`src/rtl/core/ssl_pkg.sv`:
```
package ssl_pkg;

  localparam int KEY_W   = 32;
  localparam int LEVEL_W = 7;

  localparam logic [63:0] MURMUR_M  = 64'hc6a4a7935bd1e995;
  localparam logic [63:0] MURMUR_8M = MURMUR_M << 3;
  localparam logic [63:0] MM3_C1    = 64'h87c37b91114253d5;
  localparam logic [63:0] MM3_C2    = 64'h4cf5ad432745937f;
  localparam logic [63:0] FMIX_K1   = 64'hff51afd7ed558ccd;
  localparam logic [63:0] FMIX_K2   = 64'hc4ceb9fe1a85ec53;
  localparam logic [63:0] MM3_LEN   = 64'd12;

  typedef enum logic [1:0] {
    OP_UPDATE = 2'd0,
    OP_QUERY  = 2'd1,
    OP_READ   = 2'd2,
    OP_NONE   = 2'd3
  } op_t;

  typedef enum logic [1:0] {
    REG_SEED    = 2'd0,
    REG_BUCKETS = 2'd1,
    REG_BITS    = 2'd2,
    REG_NONE    = 2'd3
  } reg_t;

  // Hash datapath micro-operations.
  typedef enum logic [4:0] {
    MOP_NOP, MOP_LD_EDGE, MOP_LD_K2, MOP_LD_K1,
    MOP_MUL0, MOP_MUL1, MOP_MUL2,
    MOP_XSH47, MOP_XSH47_P, MOP_XSH33, MOP_ROTL33, MOP_ROTL31,
    MOP_XOR_SEED64, MOP_SAVE_H2, MOP_XOR_S32, MOP_ADD_W, MOP_ADD_H, MOP_SWAP
  } mop_t;

  typedef enum logic [2:0] {
    K_M, K_C1, K_C2, K_F1, K_F2
  } ksel_t;

  typedef struct packed {
    mop_t  mop;
    ksel_t ksel;
  } ucode_t;

  localparam logic [5:0] HASH_MM3_START = 6'd17;
  localparam logic [5:0] HASH_LAST      = 6'd57;

  typedef struct packed {
    mop_t       mop;
    ksel_t      ksel;
    logic       load_in;
    logic       lvlpos;
    logic       addr_load;
    logic [1:0] row;
    logic       rd;
    logic       modify;
    logic       cnt_step;
    logic       emit;
    logic       clr_step;
  } ssl_cmd_t;

  typedef struct packed {
    op_t  in_op;
    op_t  op;
    logic clr_last;
    logic cnt_last;
    logic bkt_ok;
    logic out_busy;
  } ssl_sts_t;

  function automatic logic [63:0] kconst(input ksel_t k);
    logic [63:0] v;
    unique case (k)
      K_M:     v = MURMUR_M;
      K_C1:    v = MM3_C1;
      K_C2:    v = MM3_C2;
      K_F1:    v = FMIX_K1;
      K_F2:    v = FMIX_K2;
      default: v = MURMUR_M;
    endcase
    return v;
  endfunction

  // Steps 0..16: 64-bit edge hash. Steps 17..57: 128-bit key hash.
  function automatic ucode_t ucode(input logic [5:0] step);
    ucode_t u;
    u.ksel = K_M;
    unique case (step)
      6'd0:                       u.mop = MOP_LD_EDGE;
      6'd1, 6'd5, 6'd9, 6'd13:    u.mop = MOP_MUL0;
      6'd2, 6'd6, 6'd10, 6'd14:   u.mop = MOP_MUL1;
      6'd3, 6'd7, 6'd11, 6'd15:   u.mop = MOP_MUL2;
      6'd4, 6'd12:                u.mop = MOP_XSH47;
      6'd8:                       u.mop = MOP_XOR_SEED64;
      6'd16:                      u.mop = MOP_XSH47_P;
      6'd17:                      u.mop = MOP_LD_K2;
      6'd18: begin u.mop = MOP_MUL0; u.ksel = K_C2; end
      6'd19: begin u.mop = MOP_MUL1; u.ksel = K_C2; end
      6'd20: begin u.mop = MOP_MUL2; u.ksel = K_C2; end
      6'd21:                      u.mop = MOP_ROTL33;
      6'd22: begin u.mop = MOP_MUL0; u.ksel = K_C1; end
      6'd23: begin u.mop = MOP_MUL1; u.ksel = K_C1; end
      6'd24: begin u.mop = MOP_MUL2; u.ksel = K_C1; end
      6'd25:                      u.mop = MOP_SAVE_H2;
      6'd26:                      u.mop = MOP_LD_K1;
      6'd27: begin u.mop = MOP_MUL0; u.ksel = K_C1; end
      6'd28: begin u.mop = MOP_MUL1; u.ksel = K_C1; end
      6'd29: begin u.mop = MOP_MUL2; u.ksel = K_C1; end
      6'd30:                      u.mop = MOP_ROTL31;
      6'd31: begin u.mop = MOP_MUL0; u.ksel = K_C2; end
      6'd32: begin u.mop = MOP_MUL1; u.ksel = K_C2; end
      6'd33: begin u.mop = MOP_MUL2; u.ksel = K_C2; end
      6'd34:                      u.mop = MOP_XOR_S32;
      6'd35, 6'd57:               u.mop = MOP_ADD_W;
      6'd36, 6'd56:               u.mop = MOP_ADD_H;
      6'd37, 6'd41, 6'd45, 6'd47, 6'd51, 6'd55: u.mop = MOP_XSH33;
      6'd38, 6'd48: begin u.mop = MOP_MUL0; u.ksel = K_F1; end
      6'd39, 6'd49: begin u.mop = MOP_MUL1; u.ksel = K_F1; end
      6'd40, 6'd50: begin u.mop = MOP_MUL2; u.ksel = K_F1; end
      6'd42, 6'd52: begin u.mop = MOP_MUL0; u.ksel = K_F2; end
      6'd43, 6'd53: begin u.mop = MOP_MUL1; u.ksel = K_F2; end
      6'd44, 6'd54: begin u.mop = MOP_MUL2; u.ksel = K_F2; end
      6'd46:                      u.mop = MOP_SWAP;
      default:                    u.mop = MOP_NOP;
    endcase
    return u;
  endfunction

endpackage

```
`src/rtl/core/ssl_ctrl.sv`:
```
module ssl_ctrl
  import ssl_pkg::*;
#(
  parameter int ROWS = 4
) (
  input  logic     clk,
  input  logic     rst_n,
  input  logic     in_tvalid,
  output logic     in_tready,
  output ssl_cmd_t cmd,
  input  ssl_sts_t sts
);

  typedef enum logic [8:0] {
    S_CLEAR = 9'b000000001,
    S_IDLE  = 9'b000000010,
    S_HASH  = 9'b000000100,
    S_LVL   = 9'b000001000,
    S_ADDR  = 9'b000010000,
    S_READ  = 9'b000100000,
    S_MOD   = 9'b001000000,
    S_COUNT = 9'b010000000,
    S_EMIT  = 9'b100000000
  } state_t;

  state_t     state_r, state_nxt;
  logic [5:0] step_r, step_nxt;
  logic [1:0] row_r, row_nxt;

  always_comb begin
    ucode_t u;
    u         = ucode(step_r);
    cmd       = '0;
    cmd.mop   = MOP_NOP;
    cmd.ksel  = K_M;
    cmd.row   = row_r;
    state_nxt = state_r;
    step_nxt  = step_r;
    row_nxt   = row_r;
    in_tready = (state_r == S_IDLE);
    unique case (state_r)
      S_CLEAR: begin
        cmd.clr_step = 1'b1;
        if (sts.clr_last) state_nxt = S_IDLE;
      end
      S_IDLE: begin
        if (in_tvalid) begin
          cmd.load_in = 1'b1;
          row_nxt     = 2'd0;
          unique case (sts.in_op)
            OP_UPDATE: begin
              step_nxt  = 6'd0;
              state_nxt = S_HASH;
            end
            OP_QUERY: begin
              step_nxt  = HASH_MM3_START;
              state_nxt = S_HASH;
            end
            OP_READ:  state_nxt = S_ADDR;
            OP_NONE:  state_nxt = S_IDLE;
            default:  state_nxt = S_IDLE;
          endcase
        end
      end
      S_HASH: begin
        cmd.mop  = u.mop;
        cmd.ksel = u.ksel;
        step_nxt = 6'(step_r + 6'd1);
        if (step_r == HASH_LAST) begin
          state_nxt = (sts.op == OP_UPDATE) ? S_LVL : S_ADDR;
        end
      end
      S_LVL: begin
        cmd.lvlpos = 1'b1;
        state_nxt  = S_ADDR;
      end
      S_ADDR: begin
        cmd.addr_load = 1'b1;
        state_nxt = (sts.op == OP_READ && !sts.bkt_ok) ? S_COUNT : S_READ;
      end
      S_READ: begin
        cmd.rd    = 1'b1;
        state_nxt = S_MOD;
      end
      S_MOD: begin
        cmd.modify = 1'b1;
        if (sts.op == OP_READ) begin
          state_nxt = S_COUNT;
        end else if (row_r == 2'(ROWS - 1)) begin
          state_nxt = (sts.op == OP_UPDATE) ? S_IDLE : S_COUNT;
        end else begin
          row_nxt   = 2'(row_r + 2'd1);
          state_nxt = S_ADDR;
        end
      end
      S_COUNT: begin
        cmd.cnt_step = 1'b1;
        if (sts.cnt_last) state_nxt = S_EMIT;
      end
      S_EMIT: begin
        if (!sts.out_busy) begin
          cmd.emit  = 1'b1;
          state_nxt = S_IDLE;
        end
      end
      default: state_nxt = S_IDLE;
    endcase
  end

  always_ff @(posedge clk) begin
    if (!rst_n) begin
      state_r <= S_CLEAR;
      step_r  <= 6'd0;
      row_r   <= 2'd0;
    end else begin
      state_r <= state_nxt;
      step_r  <= step_nxt;
      row_r   <= row_nxt;
    end
  end

endmodule

```
`config.mk`:
```
export PLATFORM = sky130hd
export DESIGN_NAME = ssl_ctrl
export DESIGN_NICKNAME = d
export VERILOG_FILES = /design/src/rtl/core/ssl_pkg.sv /design/src/rtl/core/ssl_ctrl.sv
export SDC_FILE = /design/constraint.sdc
export NUM_CORES = 1
export LEC_CHECK = 0
export BUFFER_PORTS_ARGS = -buffer_cell sky130_fd_sc_hd__buf_4
export CORE_AREA = 2 2 61 63
export DETAILED_ROUTE_END_ITERATION = 8
export DIE_AREA = 0 0 63 65
export PLACE_DENSITY_LB_ADDON = 0.2
export SYNTH_ARGS = -nofsm -noshare
export SYNTH_HDL_FRONTEND = slang
export SYNTH_SLANG_ARGS = --single-unit
```
`constraint.sdc`:
```
create_clock -name clk -period 1.8 [get_ports clk]
set_clock_uncertainty 0.05 [all_clocks]
set_input_delay 0.09 -clock clk [delete_from_list [all_inputs] [get_ports clk]]
set_output_delay 0.09 -clock clk [all_outputs]
set_load 0.03 [all_outputs]
```
==> impl_metrics.xml <==
<?xml version="1.0" encoding="UTF-8"?>
<metrics>
  <group name="sta">
    <metric name="final_critical_path_setup_slack" unit="ps">-431</metric>
    <metric name="slew_headroom" unit="%">73.7</metric>
    <metric name="finalCritPeriodShare" unit="%">124</metric>
    <metric name="grt_setup_unrepaired" unit="">yes</metric>
    <metric name="finalCriticalPeriod" unit="ps">2230</metric>
    <metric name="totalNegativeSetupSlack" unit="ps">-2660</metric>
    <metric name="timing.fmax" unit="GHz">0.448</metric>
    <metric name="fin_hold_ws" unit="ps">70.4</metric>
    <metric name="final-hold-violation-count" unit="">0</metric>
    <metric name="finalMaxSlewViolations" unit="">0</metric>
    <metric name="setup-violations-final" unit="">12</metric>
    <metric name="tightest_slew" unit="ps">391</metric>
  </group>
  <group name="finish">
    <metric name="layout.filler_cells" unit="">207</metric>
    <metric name="area_delta_synth_final" unit="%">68.6</metric>
    <metric name="final_util" unit="%">81.2</metric>
    <metric name="finish.net_count" unit="">327</metric>
    <metric name="post_route_cells_drive_above_1_share" unit="%">51.3</metric>
    <metric name="num_antenna_cells" unit="">0</metric>
  </group>
  <group name="global_route">
    <metric name="global_route_wire_length_before_repair" unit="um">9090</metric>
    <metric name="track_usage" unit="%">27.5</metric>
    <metric name="globalRouteOverflowTotal" unit="">0</metric>
    <metric name="antenna_found_initial" unit="">0</metric>
    <metric name="grt_max_degree" unit="">19</metric>
    <metric name="number_of_global_route_vias_before_repair" unit="">2000</metric>
  </group>
  <group name="yosys">
    <metric name="number_of_synthesis_warnings" unit="">0</metric>
    <metric name="async_reset_ff_share" unit="%">0</metric>
    <metric name="syn_nets" unit="">254</metric>
    <metric name="ys_seq_area_share" unit="%">20.2</metric>
    <metric name="syn_avg_cell_area" unit="sq um">7.08</metric>
    <metric name="syn_inst" unit="">238</metric>
    <metric name="synth_cell_types" unit="">59</metric>
    <metric name="synth-seq-cells" unit="">17</metric>
    <metric name="synth_top_cells_by_area" unit="">dfxtp_1 20%, a21oi_1 7.1%, nor2_1 5.6%</metric>
    <metric name="synth_area_leader_cell" unit="">dfxtp_1</metric>
    <metric name="netlist_area" unit="sq um">1680</metric>
    <metric name="synth_ff_type" unit="">dfxtp_1</metric>
    <metric name="yosys.area.top_type_share" unit="%">20.2</metric>
    <metric name="synth_edf_count" unit="">0</metric>
  </group>
  <group name="drt">
    <metric name="routedWlPerCell" unit="um">17.2</metric>
    <metric name="total_drc_errors_in_the_routed_layout" unit="">0</metric>
    <metric name="post_drt_via_cell_ratio" unit="">6.16</metric>
    <metric name="route.final.wire_length" unit="um">6170</metric>
    <metric name="drt_iter0_markers" unit="">236</metric>
    <metric name="ant_nets" unit="">0</metric>
    <metric name="dr_total_vias" unit="">2207</metric>
    <metric name="detail_route.first_pass.iterations" unit="">5</metric>
  </group>
  <group name="cts">
    <metric name="cts_tree" unit="">done</metric>
    <metric name="clock-root-buffer" unit="">clkbuf_4</metric>
    <metric name="clock_latency" unit="ps">300</metric>
    <metric name="max-clock-path-buffers" unit="">2</metric>
    <metric name="cts.htree.levels" unit="">1</metric>
    <metric name="clock-sinks" unit="">17</metric>
    <metric name="cts_inserted_buffers" unit="">3</metric>
    <metric name="cts.clk_slew.worst_paths" unit="ps">100</metric>
  </group>
  <group name="worst_setup_path">
    <metric name="required" unit="ps">1660</metric>
    <metric name="worstRegToRegCells" unit="">6</metric>
    <metric name="critical_path.max_fanout" unit="">6</metric>
    <metric name="worst-r2r-setup-slack" unit="ps">-90</metric>
    <metric name="crit-reg2reg-launch" unit="">state_r[7]</metric>
    <metric name="endpoint_kind" unit="">output pin</metric>
    <metric name="startpoint_type" unit="">register</metric>
    <metric name="cp_data_arrival_time" unit="ps">2090</metric>
    <metric name="path_class" unit="">reg2out</metric>
    <metric name="timing.critical_path.to" unit="">cmd[13]</metric>
    <metric name="crit_path_start" unit="">step_r[0]</metric>
    <metric name="timing.rr.end" unit="">step_r[5]</metric>
  </group>
  <group name="run_status">
    <metric name="outcome" unit="">finished, violations left</metric>
    <metric name="failed_checks" unit="">setup timing</metric>
  </group>
  <group name="floorplanning">
    <metric name="design.die.area" unit="sq um">4100</metric>
    <metric name="start_util" unit="%">48.2</metric>
    <metric name="boundaryPins" unit="">30</metric>
    <metric name="die-height" unit="um">65</metric>
    <metric name="coreArea" unit="sq um">3500</metric>
    <metric name="num_rows" unit="">22</metric>
    <metric name="die_w" unit="um">63</metric>
  </group>
  <group name="run">
    <metric name="max_cap_violations" unit="">0</metric>
  </group>
  <group name="placed_design">
    <metric name="placement.io_buffers" unit="">29</metric>
    <metric name="detailed_place_hpwl" unit="um">3900</metric>
    <metric name="global_placement_routability_congestion" unit="">0.926</metric>
  </group>
  <group name="pwr">
    <metric name="power.density_cell_area" unit="nW/um^2">305</metric>
    <metric name="worst_ir_drop_vdd" unit="mV">0.376</metric>
    <metric name="power.leakage" unit="uW">0.00109</metric>
  </group>
  <group name="hold_path">
    <metric name="min_path_cells" unit="">4</metric>
    <metric name="worst_hold_path_type" unit="">in2reg</metric>
  </group>
</metrics>
[critical path, stage by stage, from the launching register on]
cell     delay, ps
dfxtp_4        390
inv_4           60
buf_4          120
ha_4           180
buf_4          130
nand2_1         80
o32ai_1        330
nor2_1         140
a31oi_4        210
buf_6          150
[logic make-up (layout without fill, tap and decap cells)]
| group | Yosys count | count (layout) | synth area share, % |
|---|---|---|---|
| adders and majority gates | 5 | 5 | 3.71 |
| muxes | 6 | 6 | 3.71 |
| AOI/OAI and AO/OA | 70 | 70 | 27.9 |
| buffers and inverters | 29 | 101 | 7.80 |
| and+or+nand+nor | 108 | 108 | 35.1 |
| xor gates and xnor gates | 3 | 3 | 1.56 |
| DFF | 17 | 17 | 20.2 |
[area by class of cell]
class	count	area, sq um	share of cell area, %
repair buffers	89	766	27.0
clock buffers	4	26.3	0.926
flip-flops and latches	17	364	12.8
inverters	8	35.0	1.23
well taps	48	60.1	2.12
multi-input cells	192	1590	55.9
[cell usage after synthesis (2+ instances only)]
| cell type | n |
|---|---|
| o31ai_1 | 2 |
| nand4_1 | 2 |
| nor2_1 | 25 |
| a32oi_1 | 2 |
| nor4b_1 | 2 |
| buf_1 | 3 |
| o22a_1 | 2 |
| a221oi_1 | 2 |
| a311oi_1 | 2 |
| and2_1 | 3 |
| and3_1 | 7 |
| o21a_1 | 3 |
| clkbuf_1 | 7 |
| o211ai_1 | 3 |
| a21oi_1 | 24 |
| xnor2_1 | 2 |
| nor3_1 | 10 |
| or3_1 | 2 |
| nand4b_1 | 2 |
| dfxtp_1 | 17 |
| inv_1 | 7 |
| nor4_1 | 2 |
| nor2b_1 | 8 |
| nand2_1 | 19 |
| o32ai_1 | 2 |
| nand3_1 | 9 |
| nand2b_1 | 6 |
| o221ai_1 | 2 |
| nand3b_1 | 2 |
| a31oi_1 | 6 |
| buf_2 | 9 |
| ha_1 | 5 |
| mux2i_1 | 4 |
| nor3b_1 | 2 |
| o21ai_0 | 9 |
[cell usage in the layout, fill, tap and decap left out, types with 4 or more instances in the layout]
cell type | synthesis | layout
buf_4 | 1 | 64
inv_1 | 7 | 4
nand2b_1 | 6 | 6
nor3_2 | 1 | 4
dfxtp_1 | 17 | 6
nor2b_1 | 8 | 5
buf_6 | 1 | 20
dfxtp_2 | 0 | 7
dfxtp_4 | 0 | 4
nor3_4 | 0 | 4
dlygate4sd3_1 | 0 | 4
o21ai_0 | 9 | 6
a21oi_1 | 24 | 15
a21oi_2 | 0 | 9
and3_4 | 0 | 4
nor2_1 | 25 | 23
nand3_1 | 9 | 8
nand2_1 | 19 | 15
[report_power, final]
group	internal, uW	leakage [uW]	total (uW)	switching (uW)
registers	379	0.000144	402	22.7
clock network	86.4	0.0000150	216	130
logic	124	0.000934	249	125
total	590	0.00109	867	277
[registers in the layout (all words and copies together) (netlist names)]
signal / count
row_r: 2
step_r: 6
state_r: 9
[layer usage]
layer,wire length (um),track usage (%),up-vias
li1,-,-,1031
met1,2390,31.9,1034
met2,3240,51.1,109
met3,270,2.43,33
met4,265,12.5,0
met5,0,0,-
[through the flow]
stage	total power [uW]	std cells	instance area (sq um)	setup WS, ps
finish	867	358	2840	-431
global route	900	358	2840	-479
CTS	820	352	2590	-404
detailed placement	585	340	2300	-163
global placement	583	340	2300	-144
floorplan	506	238	1770	-41.3
[worst min path at each step]
stage / start / endpoint
3_5_place_dp: sts[3] / state_r[0]
5_1_grt: sts[7] / state_r[2]
3_3_place_gp: sts[3] / state_r[0]
4_1_cts: in_tvalid / row_r[0]
6_report: in_tvalid / row_r[0]
2_1_floorplan: rst_n / state_r[0]
[timing repair]
item | in CTS | in global routing
hold endpoints to repair | 3 | 0
hold buffers | 4 | 0
buffers inserted | 6 | 7
resized for setup | 50 | 49
pin swaps | 19 | 18
setup endpoints to repair | 15 | 24
(Power assumes the default switching activity.)
